[src/hw/rtl/pbf_pkg.sv]
// ----------------------------------------------------------------------------
// pbf_pkg
// types, widths and saturation helpers for the double-well pair force unit
// ----------------------------------------------------------------------------
package pbf_pkg;

    localparam int NUM_TYPES = 16;
    localparam int TYPE_W    = 4;
    localparam int POS_W     = 32;
    localparam int DIFF_W    = POS_W + 1;
    localparam int SUM_W     = 2 * POS_W + 2;
    localparam int ROOT_W    = SUM_W / 2;
    localparam int SQRT_LAT  = SUM_W / 2;
    localparam int DIV_N_W   = 65;
    localparam int DIV_D_W   = 34;
    localparam int DIV_LAT   = DIV_N_W;
    localparam int CFG_W     = 31;
    localparam int CFG_IDX_W = 3;
    localparam int MASK_W    = 16;

    typedef enum logic [CFG_IDX_W-1:0] {
        CFG_WELL_OFFSET  = 3'd0,
        CFG_WELL_RADIUS  = 3'd1,
        CFG_ENERGY_SCALE = 3'd2,
        CFG_TYPE_MASK    = 3'd3,
        CFG_FILTER_EN    = 3'd4
    } t_cfg_idx;

    typedef enum logic [1:0] {
        ST_INACTIVE   = 2'd0,
        ST_COMPUTED   = 2'd1,
        ST_COINCIDENT = 2'd2
    } t_status;

    // everything that rides along with a pair through the pipeline
    typedef struct packed {
        logic                    active;
        logic [2:0][DIFF_W-1:0]  d;
        logic [ROOT_W-1:0]       r;
        logic signed [31:0]      arg;
        logic signed [31:0]      u;
        logic signed [31:0]      w;
        logic signed [31:0]      q;
        logic signed [63:0]      sw;
        logic signed [31:0]      g;
        logic signed [31:0]      energy;
        logic signed [31:0]      s;
    } t_work;

    typedef struct packed {
        logic signed [31:0] energy;
        logic signed [31:0] force_x;
        logic signed [31:0] force_y;
        logic signed [31:0] force_z;
        t_status            pair_status;
    } t_result;

    // signed quotient from magnitude and sign, clamped to 32 bits
    function automatic logic signed [31:0] sat_quot(input logic [DIV_N_W-1:0] mag,
                                                   input logic neg);
        logic signed [31:0] res;
        if (neg) begin
            if (mag > DIV_N_W'(64'h8000_0000)) res = 32'sh8000_0000;
            else res = $signed(32'(32'd0 - mag[31:0]));
        end else begin
            if (mag > DIV_N_W'(64'h7fff_ffff)) res = 32'sh7fff_ffff;
            else res = $signed(mag[31:0]);
        end
        return res;
    endfunction

    // floor(v / 2^16) clamped to 32 bits
    function automatic logic signed [31:0] sat_shr16(input logic signed [63:0] v);
        logic signed [63:0] sh;
        logic signed [31:0] res;
        sh = v >>> 16;
        if (sh > 64'sd2147483647) res = 32'sh7fff_ffff;
        else if (sh < -64'sd2147483648) res = 32'sh8000_0000;
        else res = $signed(sh[31:0]);
        return res;
    endfunction

    // 4 * p clamped to 32 bits
    function automatic logic signed [31:0] sat_x4(input logic signed [31:0] p);
        logic signed [31:0] res;
        if (p > 32'sd536870911) res = 32'sh7fff_ffff;
        else if (p < -32'sd536870912) res = 32'sh8000_0000;
        else res = $signed({p[29:0], 2'b00});
        return res;
    endfunction

endpackage

[src/hw/rtl/pbf_sqrt.sv]
// ----------------------------------------------------------------------------
// pbf_sqrt
// pipelined integer square root, one root bit per stage
// ----------------------------------------------------------------------------
module pbf_sqrt (
    input  logic                        i_clk,
    input  logic                        i_en,
    input  logic [pbf_pkg::SUM_W-1:0]   i_rad,
    output logic [pbf_pkg::ROOT_W-1:0]  o_root
);
    localparam int SW  = pbf_pkg::SUM_W;
    localparam int RW  = pbf_pkg::ROOT_W;
    localparam int MW  = RW + 3;
    localparam int LAT = pbf_pkg::SQRT_LAT;

    logic [MW-1:0] r_rem  [LAT];
    logic [RW-1:0] r_root [LAT];
    logic [SW-1:0] r_rad  [LAT];
    logic [MW-1:0] n_rem  [LAT];
    logic [RW-1:0] n_root [LAT];

    for (genvar k = 0; k < LAT; k++) begin : g_stage
        logic [MW-1:0] rem_in;
        logic [RW-1:0] root_in;
        logic [SW-1:0] rad_in;
        logic [MW-1:0] cur;
        logic [MW-1:0] trial;
        logic          ge;

        if (k == 0) begin : g_first
            assign rem_in  = '0;
            assign root_in = '0;
            assign rad_in  = i_rad;
        end else begin : g_next
            assign rem_in  = r_rem[k-1];
            assign root_in = r_root[k-1];
            assign rad_in  = r_rad[k-1];
        end

        always_comb begin
            // remainder stays below twice the root, so its top bits are free
            cur = {rem_in[MW-3:0], rad_in[SW-1 -: 2]};
            trial = MW'({root_in, 2'b01});
            ge = cur >= trial;
            n_rem[k] = ge ? cur - trial : cur;
            n_root[k] = {root_in[RW-2:0], ge};
        end

        always_ff @(posedge i_clk) begin
            if (i_en) begin
                r_rem[k]  <= n_rem[k];
                r_root[k] <= n_root[k];
                r_rad[k]  <= {rad_in[SW-3:0], 2'b00};
            end
        end
    end

    assign o_root = r_root[LAT-1];
endmodule

[config.mk]
export PLATFORM = sky130hd
export DESIGN_NAME = pbf_sqrt
export DESIGN_NICKNAME = d
export VERILOG_FILES = /design/src/hw/rtl/pbf_pkg.sv /design/src/hw/rtl/pbf_sqrt.sv
export SDC_FILE = /design/constraint.sdc
export NUM_CORES = 2
export LEC_CHECK = 0
export BUFFER_PORTS_ARGS = -buffer_cell sky130_fd_sc_hd__buf_2
export CAP_MARGIN = 20
export CORE_UTILIZATION = 35
export DETAILED_ROUTE_END_ITERATION = 16
export PLACE_DENSITY_LB_ADDON = 0.25
export SLEW_MARGIN = 10
export SYNTH_ARGS = -nofsm -noshare
export SYNTH_HDL_FRONTEND = slang
export SYNTH_MEMORY_MAX_BITS = 65536
export SYNTH_SLANG_ARGS = --single-unit
[constraint.sdc]
create_clock -name i_clk -period 9.55 [get_ports i_clk]
set_input_delay 2.865 -clock i_clk [delete_from_list [all_inputs] [get_ports i_clk]]
set_output_delay 2.865 -clock i_clk [all_outputs]
set_load 0.01 [all_outputs]
==> results by group <==
CTS
  • TritonCTS clock tree: built
  • Worst-path clk slew: ~0.060 ns
  • H-tree levels: 5
  • Clock Sinks: ~2700
  • CTS root buf: clkbuf_16
  • CTS Hold Bufs: 0
  • Number of buffers created by CTS: 302
  • Worst-Skew Late Latency: 0.89 ns
  • Clock buffer depth: 4
  • Post-CTS setup buffer count: 0
  • PostCTS Resize Cnt: 0

Setup path
  • CP startpoint kind: input pin
  • CP Data Required Time: around 10 ns
  • Critical path endpoint category: flip-flop
  • Critical path arrival: roughly 5.0 ns
  • Critical path class: in2reg
  • Critical Path Fanout Max: approximately 150

Yosys
  • Async set-or-reset flop fraction in the synthesized netlist: 0%
  • Synth Warn #: 0
  • Synthesized Nets: between 10000 and 15000
  • Syn avg cell area: ~13 µm²
  • Number of cells produced by synthesis: between 9000 and 10000
  • Main flop type after synthesis: edfxtp_1
  • Sequential share of the synthesized area: 64.7%
  • Synth unique cells: 79
  • Synth Register Bits: between 2000 and 3000
  • Number of enable flip-flop cells after synthesis: 2654
  • Post-Syn Area: between 0.1 and 0.15 mm²

Floorplan
  • I/O pins: 101
  • Core Footprint: approximately 0.35 mm²
  • Die H: between 500 and 600 µm
  • Die area: between 0.3 and 0.4 mm²
  • Row count: roughly 220
  • Die width: approximately 600 µm
  • Initial Util: 35.2%

Final layout
  • Final net count: about 10000
  • Design Area, Final: roughly 0.14 mm²
  • Area of the multi-input gates: roughly 0.04 mm²
  • Filler cells: approximately 33000
  • Storage element area: between 0.07 and 0.08 mm²
  • Layout Cells excl Fill: 14659
  • Area Overhead vs Synth: 13.3%
  • Layout cells sized above 1: under 10%

Route
  • Final WL: 253000 µm
  • 1st-pass router iterations: 9
  • Wire per inst: roughly 17 µm
  • Residual DRC: 0
  • DR vias: 73177
  • DR vias/cell: approximately 5
  • Antenna Violating Nets Remaining: 0
  • Initial drt markers: 5314

Timing
  • Final worst path period need: ~4.5 ns
  • Fmax: 223 MHz
  • Final Hold Fails: 0
  • Worst hold margin: approximately 0.38 ns
  • Final setup fails: 0
  • Setup Skew: roughly 0.070 ns
  • Slew at the pin with the worst max-slew slack: 1.10 ns
  • Final Max Slew Viols: 0
  • Period Utilization, post-route: a little under half
  • TNS Setup: 0 ns
  • Unrepaired setup endpoints after global routing: false
  • Max transition margin: roughly 25%

Global routing
  • GRT Util Overall: 13.9%
  • First-pass GRT wire length: roughly 400000 µm
  • Number of global-route vias before repair: 72646
  • Largest net degree at the start of global routing: around 180
  • Antenna violations before repair: 3
  • GR Overflow Total: 0

Place
  • Placed insts: around 14000
  • Final GP Congestion: between 0.8 and 0.9
  • Dpl cell area: roughly 0.13 mm²
  • # port buffers: 100
  • Post-DP HPWL: 179000 µm

Run
  • Max-Cap Viols: 0

Outcome
  • Status: finished, final reports clean

Power
  • LEAKAGE: around 0.053 µW
  • Maximum VDD drop: approximately 160 µV
  • Total power: 34400 µW
  • Cell area power density: roughly 250 mW/mm²

Hold path
  • Hold WC Path Type: reg2reg
per-layer routing:
metal,GRT usage [%],wire (µm),vias up
met1,17.8,110000,35371
met3,1.79,10200,507
met2,24.2,124000,1511
met4,4.74,8250,2
li1,-,-,35786
met5,0,16,-
cells in the final DEF, fill, tap and decap left out, types with 231 or more instances in the layout:
cell and count:
a21o_1 298, a21oi_1 574, clkbuf_16 309, edfxtp_1 2654, ha_1 596, inv_1 758, nand2_1 686, nor2_1 549
nor3_1 231, o21ai_0 518, xnor2_1 495, xor2_1 393
metrics by stage:
step	utilization, %	setup slack, ns
CTS	39.9	5.17
global route	39.9	4.89
detailed placement	37.0	4.25
floorplan	-	6.16
finish	39.9	5.07
global placement	37.0	4.33
worst paths after layout:
path                  startpoint        endpoint  slack (ns)  cells past startpoint
setup / recovery            i_en   r_rem[0][987]        5.07                      3
hold / removal    r_rad[0][1595]  r_rad[0][1661]        0.38                      0
setup reg to reg   r_rem[0][972]  r_rem[0][1032]        5.21                     12
hold reg to reg   r_rad[0][1595]  r_rad[0][1661]        0.38                      0
synthesized netlist by cell type (28+ instances only):
| cell type | number | share of area, % |
|---|---|---|
| inv_1 | 758 | 2.3 |
| nor2_1 | 549 | 1.7 |
| nor3_1 | 231 | 0.94 |
| or4_1 | 49 | 0.30 |
| nand4_1 | 119 | 0.60 |
| o21bai_1 | 47 | 0.29 |
| nor2b_1 | 86 | 0.44 |
| a21o_1 | 298 | 1.8 |
| a211oi_1 | 48 | 0.29 |
| and2_1 | 31 | 0.16 |
| ha_1 | 596 | 6.1 |
| nand2_1 | 686 | 2.1 |
| a31oi_1 | 48 | 0.24 |
| mux2_2 | 73 | 0.67 |
| xor2_1 | 393 | 2.8 |
| or3_1 | 105 | 0.53 |
| a21boi_0 | 31 | 0.19 |
| o211ai_1 | 33 | 0.20 |
| or2_2 | 46 | 0.23 |
| nand3b_1 | 28 | 0.17 |
| nor4_1 | 116 | 0.59 |
| nand2b_1 | 110 | 0.56 |
| xnor2_1 | 495 | 3.5 |
| edfxtp_1 | 2654 | 65 |
| and3_1 | 50 | 0.25 |
| o21a_1 | 96 | 0.58 |
| a21oi_1 | 576 | 2.3 |
| o21ai_0 | 518 | 2.1 |
| nand3_1 | 166 | 0.67 |
| o31ai_1 | 55 | 0.34 |
| clkbuf_1 | 167 | 0.51 |
kinds of logic after synthesis:
| logic type | share of synthesized area, % |
|---|---|
| DFF | 64.7 |
| muxes | 0.684 |
| adders and majority gates | 6.05 |
| buffers and inverters | 2.89 |
| and+or+nand+nor | 9.76 |
| AOI/OAI and AO/OA | 9.61 |
| xor gates and xnor gates | 6.31 |
| other | 0.00304 |
worst max-delay path, stage by stage:
cell and delay [ns]:
buf_12 0.44, buf_12 0.68, buf_4 0.55
flip-flops by register name (all words and copies together), names as in the netlist:
register and count:
r_rem 1037, r_root 561, r_rad 1056
layout make-up:
type,count,area share [%]
diodes,1,0.00179
inverters,761,2.05
multi-input cells,5930,28.7
clock buffers,353,5.66
repair buffers,165,0.847
clock inverters,196,1.53
well taps,4599,4.12
flip-flops and latches,2654,57.1
power breakdown:
part           total [µW]  switching, µW  internal (µW)
Sequential          15800            993          14800
Clock               11700           4700           7010
Combinational        6920           4040           2890
Total               34400           9730          24700
No activity file was read; power rests on OpenSTA's default activity.
